$ cat config.mk
export PLATFORM = sky130hd
export DESIGN_NAME = pixel_blend_unit_flat
export DESIGN_NICKNAME = d
export VERILOG_FILES = /design/src/pbu_pkg.sv /design/src/pbu_if.sv /design/src/pixel_blend_unit.sv /design/src/pbu_front.sv /design/src/pbu_div_step.sv /design/src/flat_wrapper.sv
export SDC_FILE = /design/constraint.sdc
export NUM_CORES = 2
export LEC_CHECK = 0
export CORE_ASPECT_RATIO = 1.5
export CORE_MARGIN = 2
export CORE_UTILIZATION = 65
export DETAILED_ROUTE_END_ITERATION = 8
export DONT_BUFFER_PORTS = 1
export GPL_ROUTABILITY_DRIVEN = 0
export PLACE_DENSITY = 0.81
export SLEW_MARGIN = 40
export SYNTH_ARGS = -nofsm -noshare
export SYNTH_HDL_FRONTEND = slang
export SYNTH_SLANG_ARGS = --single-unit
$ cat constraint.sdc
create_clock -name clk -period 16.6 [get_ports clk]
set_clock_uncertainty 0.1 [all_clocks]
set_input_delay 3.32 -clock clk [delete_from_list [all_inputs] [get_ports clk]]
set_output_delay 3.32 -clock clk [all_outputs]
set_load 0.01 [all_outputs]
$ cat src/pbu_pkg.sv
// Shared constants for the pixel blend unit: field widths, blend mode codes
// and configuration register indexes.
// Has no dependencies; every other file of the block uses it.
package pbu_pkg;

	// Default number of fraction bits; ONE = 2**FRAC_BITS means 1.0.
	localparam int FRAC_BITS_DEFAULT = 15;

	// Fixed field widths of the channels.
	localparam int PIX_W      = 16;
	localparam int MODE_W     = 2;
	localparam int CFG_IDX_W  = 8;
	localparam int CFG_DATA_W = 16;

	// Blend mode codes. The unused code behaves as a linear blend.
	localparam logic [MODE_W-1:0] MODE_LINEAR   = 2'd0;
	localparam logic [MODE_W-1:0] MODE_ADD_CLIP = 2'd1;
	localparam logic [MODE_W-1:0] MODE_ADD_SAT  = 2'd2;

	// Configuration register indexes.
	localparam logic [CFG_IDX_W-1:0] CFG_DRAW_COLOR = 8'd0;
	localparam logic [CFG_IDX_W-1:0] CFG_BLEND_MODE = 8'd1;

endpackage

$ cat src/pbu_if.sv
// Channel interfaces of the pixel blend unit: pixel input, blended output
// and configuration write. Each carries valid, ready and its payload.
// Depends on pbu_pkg for the field widths.

// Input item: current pixel value and coverage weight.
interface pbu_pix_if;
	logic                       valid;
	logic                       ready;
	logic [pbu_pkg::PIX_W-1:0]  pixel_in;
	logic [pbu_pkg::PIX_W-1:0]  weight;

	modport source (output valid, pixel_in, weight, input ready);
	modport sink   (input valid, pixel_in, weight, output ready);
endinterface

// Result item: blended pixel value.
interface pbu_res_if;
	logic                       valid;
	logic                       ready;
	logic [pbu_pkg::PIX_W-1:0]  pixel_out;

	modport source (output valid, pixel_out, input ready);
	modport sink   (input valid, pixel_out, output ready);
endinterface

// Configuration write: register index and data.
interface pbu_cfg_if;
	logic                            valid;
	logic                            ready;
	logic [pbu_pkg::CFG_IDX_W-1:0]   index;
	logic [pbu_pkg::CFG_DATA_W-1:0]  data;

	modport source (output valid, index, data, input ready);
	modport sink   (input valid, index, data, output ready);
endinterface

$ cat src/pixel_blend_unit.sv
// Pixel blend unit top level: configuration registers, front end stages and
// the divider pipeline. Depends on pbu_pkg, pbu_if, pbu_front, pbu_div_step.
//
// Usage: each item on the sample channel carries the current pixel value and
// a coverage weight, both unsigned fixed point where 2**FRAC_BITS means 1.0.
// Each item gives exactly one item on the blended channel, in order.
// The cfg channel writes draw_color (index 0) and blend_mode (index 1);
// other indexes are ignored. It is always ready and should be written only
// while no items are in flight.
// Modes: 0 linear blend, 1 add and clip, 2 add and saturate (divided by
// one plus the added amount); mode 3 acts as linear.
// The path is three front end stages, then one divider stage per quotient
// bit. Every mode takes the same path. Throughput is one item per cycle
// while the receiver is ready; each stage holds one item.
// Reset clears all valid bits, sets draw_color to 1.0 and the mode to linear.
// When the receiver stalls, the result holds in the last stage and earlier
// stages keep accepting items until each holds one; nothing is lost.
module pixel_blend_unit #(
	parameter int FRAC_BITS = pbu_pkg::FRAC_BITS_DEFAULT
) (
	input  logic       clk,
	input  logic       arst_n,
	pbu_pix_if.sink    sample,
	pbu_res_if.source  blended,
	pbu_cfg_if.sink    cfg
);

	localparam int QW = FRAC_BITS + 1;
	localparam int DW = FRAC_BITS + 2;
	localparam logic [QW-1:0] ONE_Q = QW'(1) << FRAC_BITS;

	logic [pbu_pkg::PIX_W-1:0]   draw_color_q;
	logic [pbu_pkg::MODE_W-1:0]  blend_mode_q;

	// Divider chain: index 0 is the front end output, index QW the output stage.
	logic           valid_c  [QW+1];
	logic           en_c     [QW+1];
	logic [DW-1:0]  rem_c    [QW+1];
	logic [QW-1:0]  nq_c     [QW+1];
	logic [DW-1:0]  den_c    [QW+1];
	logic [QW-1:0]  res_c    [QW+1];
	logic           is_div_c [QW+1];

	// Configuration registers.
	assign cfg.ready = 1'b1;

	always_ff @(posedge clk or negedge arst_n) begin
		if (!arst_n) begin
			draw_color_q <= pbu_pkg::PIX_W'(ONE_Q);
			blend_mode_q <= pbu_pkg::MODE_LINEAR;
		end else if (cfg.valid && cfg.ready) begin
			case (cfg.index)
				pbu_pkg::CFG_DRAW_COLOR: begin
					draw_color_q <= cfg.data;
				end
				pbu_pkg::CFG_BLEND_MODE: begin
					blend_mode_q <= cfg.data[pbu_pkg::MODE_W-1:0];
				end
				default: begin
				end
			endcase
		end
	end

	// Front end: clamping, products, rounding and divider operands.
	pbu_front #(
		.FRAC_BITS (FRAC_BITS)
	) u_front (
		.clk        (clk),
		.arst_n     (arst_n),
		.in_valid   (sample.valid),
		.in_ready   (sample.ready),
		.pixel_in   (sample.pixel_in),
		.weight     (sample.weight),
		.draw_color (draw_color_q),
		.blend_mode (blend_mode_q),
		.en_next    (en_c[0]),
		.valid_s3   (valid_c[0]),
		.rem_s3     (rem_c[0]),
		.nq_s3      (nq_c[0]),
		.den_s3     (den_c[0]),
		.res_s3     (res_c[0]),
		.is_div_s3  (is_div_c[0])
	);

	// One divider stage per quotient bit.
	for (genvar k = 0; k < QW; k++) begin : g_div
		pbu_div_step #(
			.FRAC_BITS (FRAC_BITS)
		) u_step (
			.clk       (clk),
			.arst_n    (arst_n),
			.valid_in  (valid_c[k]),
			.ready_out (en_c[k]),
			.rem_in    (rem_c[k]),
			.nq_in     (nq_c[k]),
			.den_in    (den_c[k]),
			.res_in    (res_c[k]),
			.is_div_in (is_div_c[k]),
			.en_next   (en_c[k+1]),
			.valid_s1  (valid_c[k+1]),
			.rem_s1    (rem_c[k+1]),
			.nq_s1     (nq_c[k+1]),
			.den_s1    (den_c[k+1]),
			.res_s1    (res_c[k+1]),
			.is_div_s1 (is_div_c[k+1])
		);
	end

	// Output: the last divider stage is the output register.
	assign en_c[QW]          = blended.ready;
	assign blended.valid     = valid_c[QW];
	assign blended.pixel_out = pbu_pkg::PIX_W'(is_div_c[QW] ? nq_c[QW] : res_c[QW]);

endmodule

$ cat src/pbu_front.sv
// Front end of the pixel blend unit: clamping, products, rounding and the
// per-mode results, in three register stages. Also forms the divider operands.
// Depends on pbu_pkg.
module pbu_front #(
	parameter int FRAC_BITS = pbu_pkg::FRAC_BITS_DEFAULT,
	localparam int QW = FRAC_BITS + 1,
	localparam int DW = FRAC_BITS + 2
) (
	input  logic                        clk,
	input  logic                        arst_n,
	input  logic                        in_valid,
	output logic                        in_ready,
	input  logic [pbu_pkg::PIX_W-1:0]   pixel_in,
	input  logic [pbu_pkg::PIX_W-1:0]   weight,
	input  logic [pbu_pkg::PIX_W-1:0]   draw_color,
	input  logic [pbu_pkg::MODE_W-1:0]  blend_mode,
	input  logic                        en_next,
	output logic                        valid_s3,
	output logic [DW-1:0]               rem_s3,
	output logic [QW-1:0]               nq_s3,
	output logic [DW-1:0]               den_s3,
	output logic [QW-1:0]               res_s3,
	output logic                        is_div_s3
);

	// Clamped values never exceed ONE nor the 16-bit field.
	localparam int VW = (QW < pbu_pkg::PIX_W) ? QW : pbu_pkg::PIX_W;
	localparam int EW = (QW > pbu_pkg::PIX_W) ? QW : pbu_pkg::PIX_W;
	localparam int LW = QW + VW;
	localparam int SW = LW + 1;
	localparam int PW = ((2 * VW > FRAC_BITS) ? 2 * VW : FRAC_BITS) + 1;
	localparam int NW = 2 * FRAC_BITS + 3;

	localparam logic [QW-1:0] ONE_Q  = QW'(1) << FRAC_BITS;
	localparam logic [EW-1:0] ONE_E  = EW'(1) << FRAC_BITS;
	localparam logic [SW-1:0] HALF_L = SW'(1) << (FRAC_BITS - 1);
	localparam logic [PW-1:0] HALF_P = PW'(1) << (FRAC_BITS - 1);

	// Limit a field value to ONE.
	function automatic logic [VW-1:0] clamp_one(input logic [pbu_pkg::PIX_W-1:0] x);
		logic [EW-1:0] xe;
		xe = EW'(x);
		if (xe > ONE_E) begin
			xe = ONE_E;
		end
		return xe[VW-1:0];
	endfunction

	logic en_s1, en_s2, en_s3;
	logic valid_s1, valid_s2;

	logic [VW-1:0]               p_c, w_c, c_c;
	logic [QW-1:0]               one_minus_w;
	logic [LW-1:0]               lin_prod;
	logic [2*VW-1:0]             wc_prod;

	logic [LW-1:0]               lin_a_s1;
	logic [2*VW-1:0]             wc_s1;
	logic [VW-1:0]               p_s1;
	logic [pbu_pkg::MODE_W-1:0]  mode_s1;

	logic [SW-1:0]               lin_sum, lin_sh;
	logic [PW-1:0]               q_sum, q_sh;

	logic [QW-1:0]               lin_s2, q_s2;
	logic [VW-1:0]               p_s2;
	logic [pbu_pkg::MODE_W-1:0]  mode_s2;

	logic [DW-1:0]               pq, den;
	logic [QW-1:0]               clip;
	logic [NW-1:0]               num;
	logic [QW-1:0]               res_next;
	logic                        is_div_next;

	// A stage takes a new item when it is empty or its item moves on.
	assign en_s3    = !valid_s3 || en_next;
	assign en_s2    = !valid_s2 || en_s3;
	assign en_s1    = !valid_s1 || en_s2;
	assign in_ready = en_s1;

	always_ff @(posedge clk or negedge arst_n) begin
		if (!arst_n) begin
			valid_s1 <= 1'b0;
			valid_s2 <= 1'b0;
			valid_s3 <= 1'b0;
		end else begin
			if (en_s1) begin
				valid_s1 <= in_valid;
			end
			if (en_s2) begin
				valid_s2 <= valid_s1;
			end
			if (en_s3) begin
				valid_s3 <= valid_s2;
			end
		end
	end

	// Stage 1: clamp the operands and form both products.
	assign p_c         = clamp_one(pixel_in);
	assign w_c         = clamp_one(weight);
	assign c_c         = clamp_one(draw_color);
	assign one_minus_w = ONE_Q - QW'(w_c);
	assign lin_prod    = one_minus_w * p_c;
	assign wc_prod     = w_c * c_c;

	always_ff @(posedge clk) begin
		if (en_s1) begin
			lin_a_s1 <= lin_prod;
			wc_s1    <= wc_prod;
			p_s1     <= p_c;
			mode_s1  <= blend_mode;
		end
	end

	// Stage 2: round the linear blend and the scaled color to nearest.
	assign lin_sum = SW'(lin_a_s1) + SW'(wc_s1) + HALF_L;
	assign lin_sh  = lin_sum >> FRAC_BITS;
	assign q_sum   = PW'(wc_s1) + HALF_P;
	assign q_sh    = q_sum >> FRAC_BITS;

	always_ff @(posedge clk) begin
		if (en_s2) begin
			lin_s2  <= lin_sh[QW-1:0];
			q_s2    <= q_sh[QW-1:0];
			p_s2    <= p_s1;
			mode_s2 <= mode_s1;
		end
	end

	// Stage 3: clipped sum, and dividend and divisor for the saturating mode.
	// The rounding offset of half the divisor is folded into the dividend.
	assign pq   = DW'(p_s2) + DW'(q_s2);
	assign clip = (pq > DW'(ONE_Q)) ? ONE_Q : pq[QW-1:0];
	assign den  = DW'(ONE_Q) + DW'(q_s2);
	assign num  = (NW'(pq) << FRAC_BITS) + NW'(den >> 1);

	always_comb begin
		case (mode_s2)
			pbu_pkg::MODE_ADD_CLIP: begin
				res_next    = clip;
				is_div_next = 1'b0;
			end
			pbu_pkg::MODE_ADD_SAT: begin
				res_next    = lin_s2;
				is_div_next = 1'b1;
			end
			default: begin
				res_next    = lin_s2;
				is_div_next = 1'b0;
			end
		endcase
	end

	// The quotient is at most ONE, so the dividend's top bits lie below the divisor.
	always_ff @(posedge clk) begin
		if (en_s3) begin
			rem_s3    <= num[NW-1:QW];
			nq_s3     <= num[QW-1:0];
			den_s3    <= den;
			res_s3    <= res_next;
			is_div_s3 <= is_div_next;
		end
	end

endmodule

$ cat src/pbu_div_step.sv
// One register stage of the pipelined restoring divider: brings down one
// dividend bit, compares with the divisor and shifts in one quotient bit.
// Depends on pbu_pkg for the default fraction width.
module pbu_div_step #(
	parameter int FRAC_BITS = pbu_pkg::FRAC_BITS_DEFAULT,
	localparam int QW = FRAC_BITS + 1,
	localparam int DW = FRAC_BITS + 2
) (
	input  logic           clk,
	input  logic           arst_n,
	input  logic           valid_in,
	output logic           ready_out,
	input  logic [DW-1:0]  rem_in,
	input  logic [QW-1:0]  nq_in,
	input  logic [DW-1:0]  den_in,
	input  logic [QW-1:0]  res_in,
	input  logic           is_div_in,
	input  logic           en_next,
	output logic           valid_s1,
	output logic [DW-1:0]  rem_s1,
	output logic [QW-1:0]  nq_s1,
	output logic [DW-1:0]  den_s1,
	output logic [QW-1:0]  res_s1,
	output logic           is_div_s1
);

	logic            en_s1;
	logic [DW:0]     trial, diff;
	logic            ge;
	logic [DW-1:0]   rem_next;

	// This stage loads when empty or when its item moves on.
	assign en_s1     = !valid_s1 || en_next;
	assign ready_out = en_s1;

	// The next dividend bit enters at the bottom of the remainder; the free
	// low bit of the dividend word takes the new quotient bit.
	assign trial    = {rem_in, nq_in[QW-1]};
	assign diff     = trial - {1'b0, den_in};
	assign ge       = (trial >= {1'b0, den_in});
	assign rem_next = ge ? diff[DW-1:0] : trial[DW-1:0];

	always_ff @(posedge clk or negedge arst_n) begin
		if (!arst_n) begin
			valid_s1 <= 1'b0;
		end else if (en_s1) begin
			valid_s1 <= valid_in;
		end
	end

	always_ff @(posedge clk) begin
		if (en_s1) begin
			rem_s1    <= rem_next;
			nq_s1     <= {nq_in[QW-2:0], ge};
			den_s1    <= den_in;
			res_s1    <= res_in;
			is_div_s1 <= is_div_in;
		end
	end

endmodule
$ cat src/flat_wrapper.sv
// flat-port wrapper written by rule: the top's interface ports become plain ports
module pixel_blend_unit_flat 
#(
	parameter int FRAC_BITS = pbu_pkg::FRAC_BITS_DEFAULT
)
  (clk, arst_n, sample_valid, sample_pixel_in, sample_weight, sample_ready, blended_valid, blended_pixel_out, blended_ready, cfg_valid, cfg_index, cfg_data, cfg_ready);
  pbu_pix_if sample_i ();
  pbu_res_if blended_i ();
  pbu_cfg_if cfg_i ();
  input  logic clk;
  input  logic arst_n;
  input wire logic [$bits(sample_i.valid)-1:0] sample_valid;
  input wire logic [$bits(sample_i.pixel_in)-1:0] sample_pixel_in;
  input wire logic [$bits(sample_i.weight)-1:0] sample_weight;
  output wire logic [$bits(sample_i.ready)-1:0] sample_ready;
  output wire logic [$bits(blended_i.valid)-1:0] blended_valid;
  output wire logic [$bits(blended_i.pixel_out)-1:0] blended_pixel_out;
  input wire logic [$bits(blended_i.ready)-1:0] blended_ready;
  input wire logic [$bits(cfg_i.valid)-1:0] cfg_valid;
  input wire logic [$bits(cfg_i.index)-1:0] cfg_index;
  input wire logic [$bits(cfg_i.data)-1:0] cfg_data;
  output wire logic [$bits(cfg_i.ready)-1:0] cfg_ready;
  assign sample_i.valid = sample_valid;
  assign sample_i.pixel_in = sample_pixel_in;
  assign sample_i.weight = sample_weight;
  assign sample_ready = sample_i.ready;
  assign blended_valid = blended_i.valid;
  assign blended_pixel_out = blended_i.pixel_out;
  assign blended_i.ready = blended_ready;
  assign cfg_i.valid = cfg_valid;
  assign cfg_i.index = cfg_index;
  assign cfg_i.data = cfg_data;
  assign cfg_ready = cfg_i.ready;
  pixel_blend_unit #(.FRAC_BITS(FRAC_BITS)) u_core (.clk(clk), .arst_n(arst_n), .sample(sample_i), .blended(blended_i), .cfg(cfg_i));
endmodule
# == Yosys cells after proc, flatten, opt, wreduce, memory -nomap -nowiden ==
# Index checks and enable logic that the tools add are counted.
# totals
in_bits,61
memories,0
register_bits,1272
latchBits,0
romBits,0
elab_cells,222
mem_bits_rw,0
# classes
order_cmp,20
bitwise,0
eq_ne,3
n_reduce_logical,41
n_addsub,22
mux,22
shifts,0
mul,2
div_mod_pow,0
# ops
operator,count
18-bit by 17-bit >= comparator with 1-bit output,16
17-bit two-way mux,15
17-bit subtractor,15
16-bit two-way mux,6
31-bit by 15-bit adder with 31-bit output (second input constant),2
16-bit by 16-bit multiplier with 31-bit output,2
16-bit greater-than comparator (second input constant),3
32-bit by 16-bit adder with 33-bit output,1
31-bit adder,1
1-bit logical NOT,19
1-bit logical OR,19
16-bit by 16-bit adder with 17-bit output,1
16-bit by 16-bit adder with 17-bit output (first input constant),1
17-bit by 16-bit greater-than comparator with 1-bit output (second input constant),1
16-bit subtractor (first input constant),1
8-bit by 1-bit == test with 1-bit output (second input constant),1
8-bit logical NOT,1
2-bit AND reduction,2
2-bit by 1-bit == test with 1-bit output (second input constant),1
2-bit == test (second input constant),1
1-bit two-way mux,1

# == Longest topological paths before layout ==
# depth
word_depth,20
mapped_depth,33
ltp_nobuf,30

# == By module ==
# From an unflattened synthesis, not the netlist that was laid out.
# unflattened
hier_cells,6318
area_unflattened_um2,78439.0
# modules_own_cells
mod,n_inst,cells_per_inst,seq_area_each_um2,area_each_um2
pbu_div_step,16,222,2037.0,3231.8
pbu_front,1,2704,5540.3,25817.3
pixel_blend_unit,1,62,451.7,912.1

# == Worst setup path after synthesis ==
# No wires, ideal clock.
# synth_timing
path_type,in2out
from,input port blended_ready
to,output port sample_ready
arrival_ns,10.889
stages,8
setup_slack_ns,2.291
required_time_ns,13.180
path_cell_list,nor2b_1 -> nand2_1 -> nor2_1 -> nand2_1 -> nor3_1 -> nand3_1 -> nor2_1 -> nand3_1
# synth_via
elab_chain_len,19
# synth_rtl
element,line_no,text
start: declaration,flat_wrapper.sv:18,input wire logic [$bits(blended_i.ready)-1:0] blended_ready;
1-bit logical OR (2 in a row),pbu_div_step.sv:33,assign en_s1 = !valid_s1 || en_next;
named net u_core.g_div[13].u_step.en_next,pbu_div_step.sv:18,"input logic en_next,"
1-bit logical OR (4 in a row),pbu_div_step.sv:33,
named net u_core.g_div[10].u_step.ready_out,pbu_div_step.sv:12,"output logic ready_out,"
1-bit logical OR (10 in a row),pbu_div_step.sv:33,
named net u_core.g_div[0].u_step.ready_out,pbu_div_step.sv:12,
1-bit logical OR,pbu_front.sv:76,assign en_s3 = !valid_s3 || en_next;
1-bit logical OR,pbu_front.sv:77,assign en_s2 = !valid_s2 || en_s3;
1-bit logical OR,pbu_front.sv:78,assign en_s1 = !valid_s1 || en_s2;
end: declaration,flat_wrapper.sv:15,output wire logic [$bits(sample_i.ready)-1:0] sample_ready;
# The timed path passes the listed nets, and every way through them passes these cells.

# == Worst setup path after layout ==
# layout_timing
from,input port sample_weight[1]
to,"register u_core.u_front.lin_a_s1[30], data pin"
# layout_via
elab_chain_len,4
# layout_rtl
element,line_no,text
start: declaration,flat_wrapper.sv:14,input wire logic [$bits(sample_i.weight)-1:0] sample_weight;
16-bit greater-than comparator,pbu_front.sv:43,if (xe > ONE_E) begin
16-bit two-way mux (*),pbu_front.sv:43,
16-bit subtractor (*),pbu_front.sv:103,assign one_minus_w = ONE_Q - QW'(w_c);
16-bit by 16-bit multiplier with 31-bit output (*),pbu_front.sv:104,assign lin_prod = one_minus_w * p_c;
named net u_core.u_front.lin_prod[30],pbu_front.sv:54,logic [LW-1:0] lin_prod;
end signal: assignment,pbu_front.sv:109,lin_a_s1 <= lin_prod;
end: declaration,pbu_front.sv:57,logic [LW-1:0] lin_a_s1;
# The timed path passes the listed nets; every way through them passes the cells marked *.
# A chain may end at the register's enable or synchronous reset.

==> qor.csv <==
stage,metric,value,unit
clocking,post-cts sizing count,0,
power_and_ir_drop,Logic pwr share,46.7,%
yosys,syn_nets,6995,
timing,setup TNS,0,ps
setup_path,type of the worst setup path,primary input to flip-flop,
yosys,share of the synthesized area in the top cell type,47.2,%
setup_path,largest fanout on the critical path,11,
clocking,TritonCTS buffer count,99,
power_and_ir_drop,Int Pwr,9.08,mW
min_path,worst hold path class,flip-flop to flip-flop,
route,Wirelength per Cell,21.9,microns
floorplan,Ports,80,
run,Max Cap Viol,0,
power_and_ir_drop,"Power, Total",14.7,mW
power_and_ir_drop,P_leak,32.2,nW
route,Post-Route WL,165000,microns
yosys,Synth Warn #,0,
floorplan,row count,147,
clocking,H-tree Lvls,3,
min_path,Hold Crit Depth,0,
power_and_ir_drop,Switch Pwr,5.64,mW
yosys,Post-synth EDFFs,1100,
clocking,clk_lat worst skew,740,ps
yosys,prevailing post-synth register cell,edfxtp_1,
clocking,CTS Sinks,1137,
clocking,CTS tree,yes,
route,Initial DRT Pass Iterations,6,
clocking,cts hold-fix bufs,0,
clocking,Max Buffers Root-to-Sink,3,
setup_path,CP endpoint kind,flip-flop,
finish,Multi-input gate area,0.0326,sq mm
timing,RSZ-0062 raised after global routing,false,
power_and_ir_drop,Max VDD drop,0.157,mV
floorplan,DIE AREA,0.110,sq mm
yosys,Synth Instances,5983,
power_and_ir_drop,Clock power frac,16.6,%
clocking,total setup buffers inserted after CTS,0,
yosys,Yosys reg bits,1137,
floorplan,Die X,272,microns
placement,hpwl dp,125000,microns
setup_path,CP arrival,11260,ps
route,post-route ant nets,0,
finish,nets@finish,7025,
placement,quantity of I/O buffers inserted on ports,0,
finish,register area,0.0340,sq mm
timing,"Hold Vio Cnt, Final",0,
run_status,status,finished clean,
floorplan,core box area,0.107,sq mm
finish,Area growth syn-to-layout,7.72,%
yosys,Post-Syn Area,0.0700,sq mm
timing,Slew Limit Fails,0,
timing,f_max,91.9,MHz
clocking,"Clk pin slew, worst setup/hold paths",60,ps
timing,Worst-Margin Slew,972,ps
yosys,syn avg cell area,11.7,sq um
setup_path,"Req. time, crit path",16970,ps
global_route,GRT Util Overall,30.2,%
yosys,Async SR Flop Fraction,3.25,%
route,DRC violations left,0,
global_route,vias in the first global route,48200,
route,Iter 0 DRT Violations,3291,
timing,count of final setup violators,0,
yosys,Yosys top cell by area,edfxtp_1,
global_route,first-pass GRT wire length,254000,microns
power_and_ir_drop,register share of total power,36.8,%
global_route,initial antenna violation count,3,
yosys,"Distinct cells, synth",88,
power_and_ir_drop,sw frac,38.3,%
yosys,Area contributors post-synth,"edfxtp_1, fa_1, ha_1",
power_and_ir_drop,PD cells,195,mW/mm^2
floorplan,chip height,406,microns
finish,fill cell total of the finished layout,7127,
global_route,GRT Residual Overflow,0,
setup_path,Setup crit start kind,primary input,
setup_path,flop2flop setup slack,7680,ps
finish,"commonest cells after routing, fill and taps aside","edfxtp_1, inv_1, nand2_1",
finish,fraction of layout cells with a size suffix above 1,7.15,%
setup_path,Reg2Reg Depth,24,
yosys,post-synthesis sequential area ratio,48.5,%
route,detailed-route via count,45600,
finish,"most common cell after layout, fill and taps aside",edfxtp_1,
floorplan,effective utilization at floorplan,65.5,%
timing,Final period util,65.6,%
timing,Relative slew margins,34.7,%
timing,min cycle time layout,10880,ps
clocking,root buf cell,clkbuf_16,
global_route,pin count of the biggest net entering global routing,69,
route,vias per cell,6.06,
[critical path: stages]
cell      delay (ps)
nor2b_1          590
inv_2            250
ha_1             340
o21ai_1          300
nor2_1           190
xnor2_2          540
nand2_1          190
fa_1             560
fa_1             520
fa_1             510
inv_1             60
fa_1             480
fa_1             490
inv_1             50
fa_1             470
inv_1             40
ha_1             330
and3_1           190
o211ai_1         130
a31oi_1          540
o211ai_1         240
a31oi_1          330
o31a_1           210
o32ai_1           80
a311o_1          280
[stage by stage]
stage | util, % | hold WS (ps) | std cells | cell area (sq um) | worst slack (ps)
detailed placement | 67.2 | 305 | 7326 | 71800 | 4990
global placement | 67.1 | 300 | 7321 | 71700 | 5060
CTS | 70.5 | 300 | 7510 | 75300 | 5740
finish | 70.6 | 287 | 7513 | 75400 | 5720
global route | 70.6 | 310 | 7512 | 75400 | 5290
floorplan | - | 300 | 5983 | 70000 | 2290
[sequential cells by signal (all words and copies together) (netlist names), 16 cells and up]
signal	cells
u_core.draw_color_q	16
u_core.g_div.u_step.den_s1	150
u_core.g_div.u_step.is_div_s1	16
u_core.g_div.u_step.nq_s1	241
u_core.g_div.u_step.rem_s1	255
u_core.g_div.u_step.res_s1	256
u_core.g_div.u_step.valid_s1	16
u_core.u_front.lin_a_s1	31
u_core.u_front.lin_s2	16
u_core.u_front.nq_s3	16
u_core.u_front.p_s1	16
u_core.u_front.p_s2	16
u_core.u_front.q_s2	16
u_core.u_front.rem_s3	17
u_core.u_front.res_s3	16
u_core.u_front.wc_s1	31
[worst paths after layout]
| check | start | end |
|---|---|---|
| worst min-delay path | u_core.g_div[8].u_step.den_s1[11] | u_core.g_div[9].u_step.den_s1[11] |
| min in group asynchronous | arst_n | u_core.g_div[6].u_step.valid_s1 |
| worst max register to register | u_core.draw_color_q[5] | u_core.u_front.wc_s1[30] |
| max in group asynchronous | arst_n | u_core.draw_color_q[15] |
| worst max-delay path | sample_weight[1] | u_core.u_front.lin_a_s1[30] |
| worst min register to register | u_core.g_div[8].u_step.den_s1[11] | u_core.g_div[9].u_step.den_s1[11] |
[cells by family (layout without fill, tap and decap cells)]
group	Yosys count	count (layout)	share of synthesized area (%)
other	1	3	0.00536
xor gates and xnor gates	308	308	3.85
and+or+nand+nor	1598	1598	10.5
DFF	1137	1137	48.5
adders and majority gates	951	951	21.3
buffers and inverters	953	1066	5.19
AOI/OAI and AO/OA	866	866	7.91
muxes	169	169	2.71
[cell type report]
class | count | share of cell area, %
Inverter | 832 | 4.15
Tap cell | 1415 | 2.35
Timing Repair Buffer | 50 | 0.549
Clock buffer | 110 | 3.34
Antenna cell | 2 | 0.00664
Sequential cell | 1137 | 45.0
Multi-Input combinational cell | 3893 | 43.3
Clock inverter | 74 | 1.27
[cell usage after synthesis, types with 14 or more instances]
master and instances:
a211o_1 16, a211oi_1 26, a21boi_0 27, a21o_1 76, a21oi_1 243, a31oi_1 24, and2_1 39, and3_1 41
buf_2 14, clkbuf_1 94, dfrtp_1 36, edfxtp_1 1100, fa_1 402, ha_1 549, inv_1 826, mux2_2 135
mux2i_1 27, nand2_1 567, nand2b_1 76, nand3_1 82, nand4_1 53, nor2_1 438, nor2b_1 88, nor3_1 89
nor4_1 26, o211ai_1 22, o21a_1 59, o21ai_0 200, o21bai_1 19, o31ai_1 28, or2_2 24, or3_1 26
xnor2_1 214, xor2_1 94
[layer usage]
metal,GRT usage (%),share of wire [%]
met1,28.3,31
met2,56.1,53
met3,4.76,5.5
met4,27.0,11
met5,0,0
[power groups by stage]
stage               Combinational, mW  Clock (mW)  Sequential (mW)
floorplan                        5.11           0             5.13
global placement                 6.35           0             5.37
detailed placement               6.65           0             5.44
CTS                              6.76        2.48             5.42
global route                     7.56        2.58             5.50
finish                           6.87        2.44             5.41
Note: power is estimated with default switching activity, not from simulation.
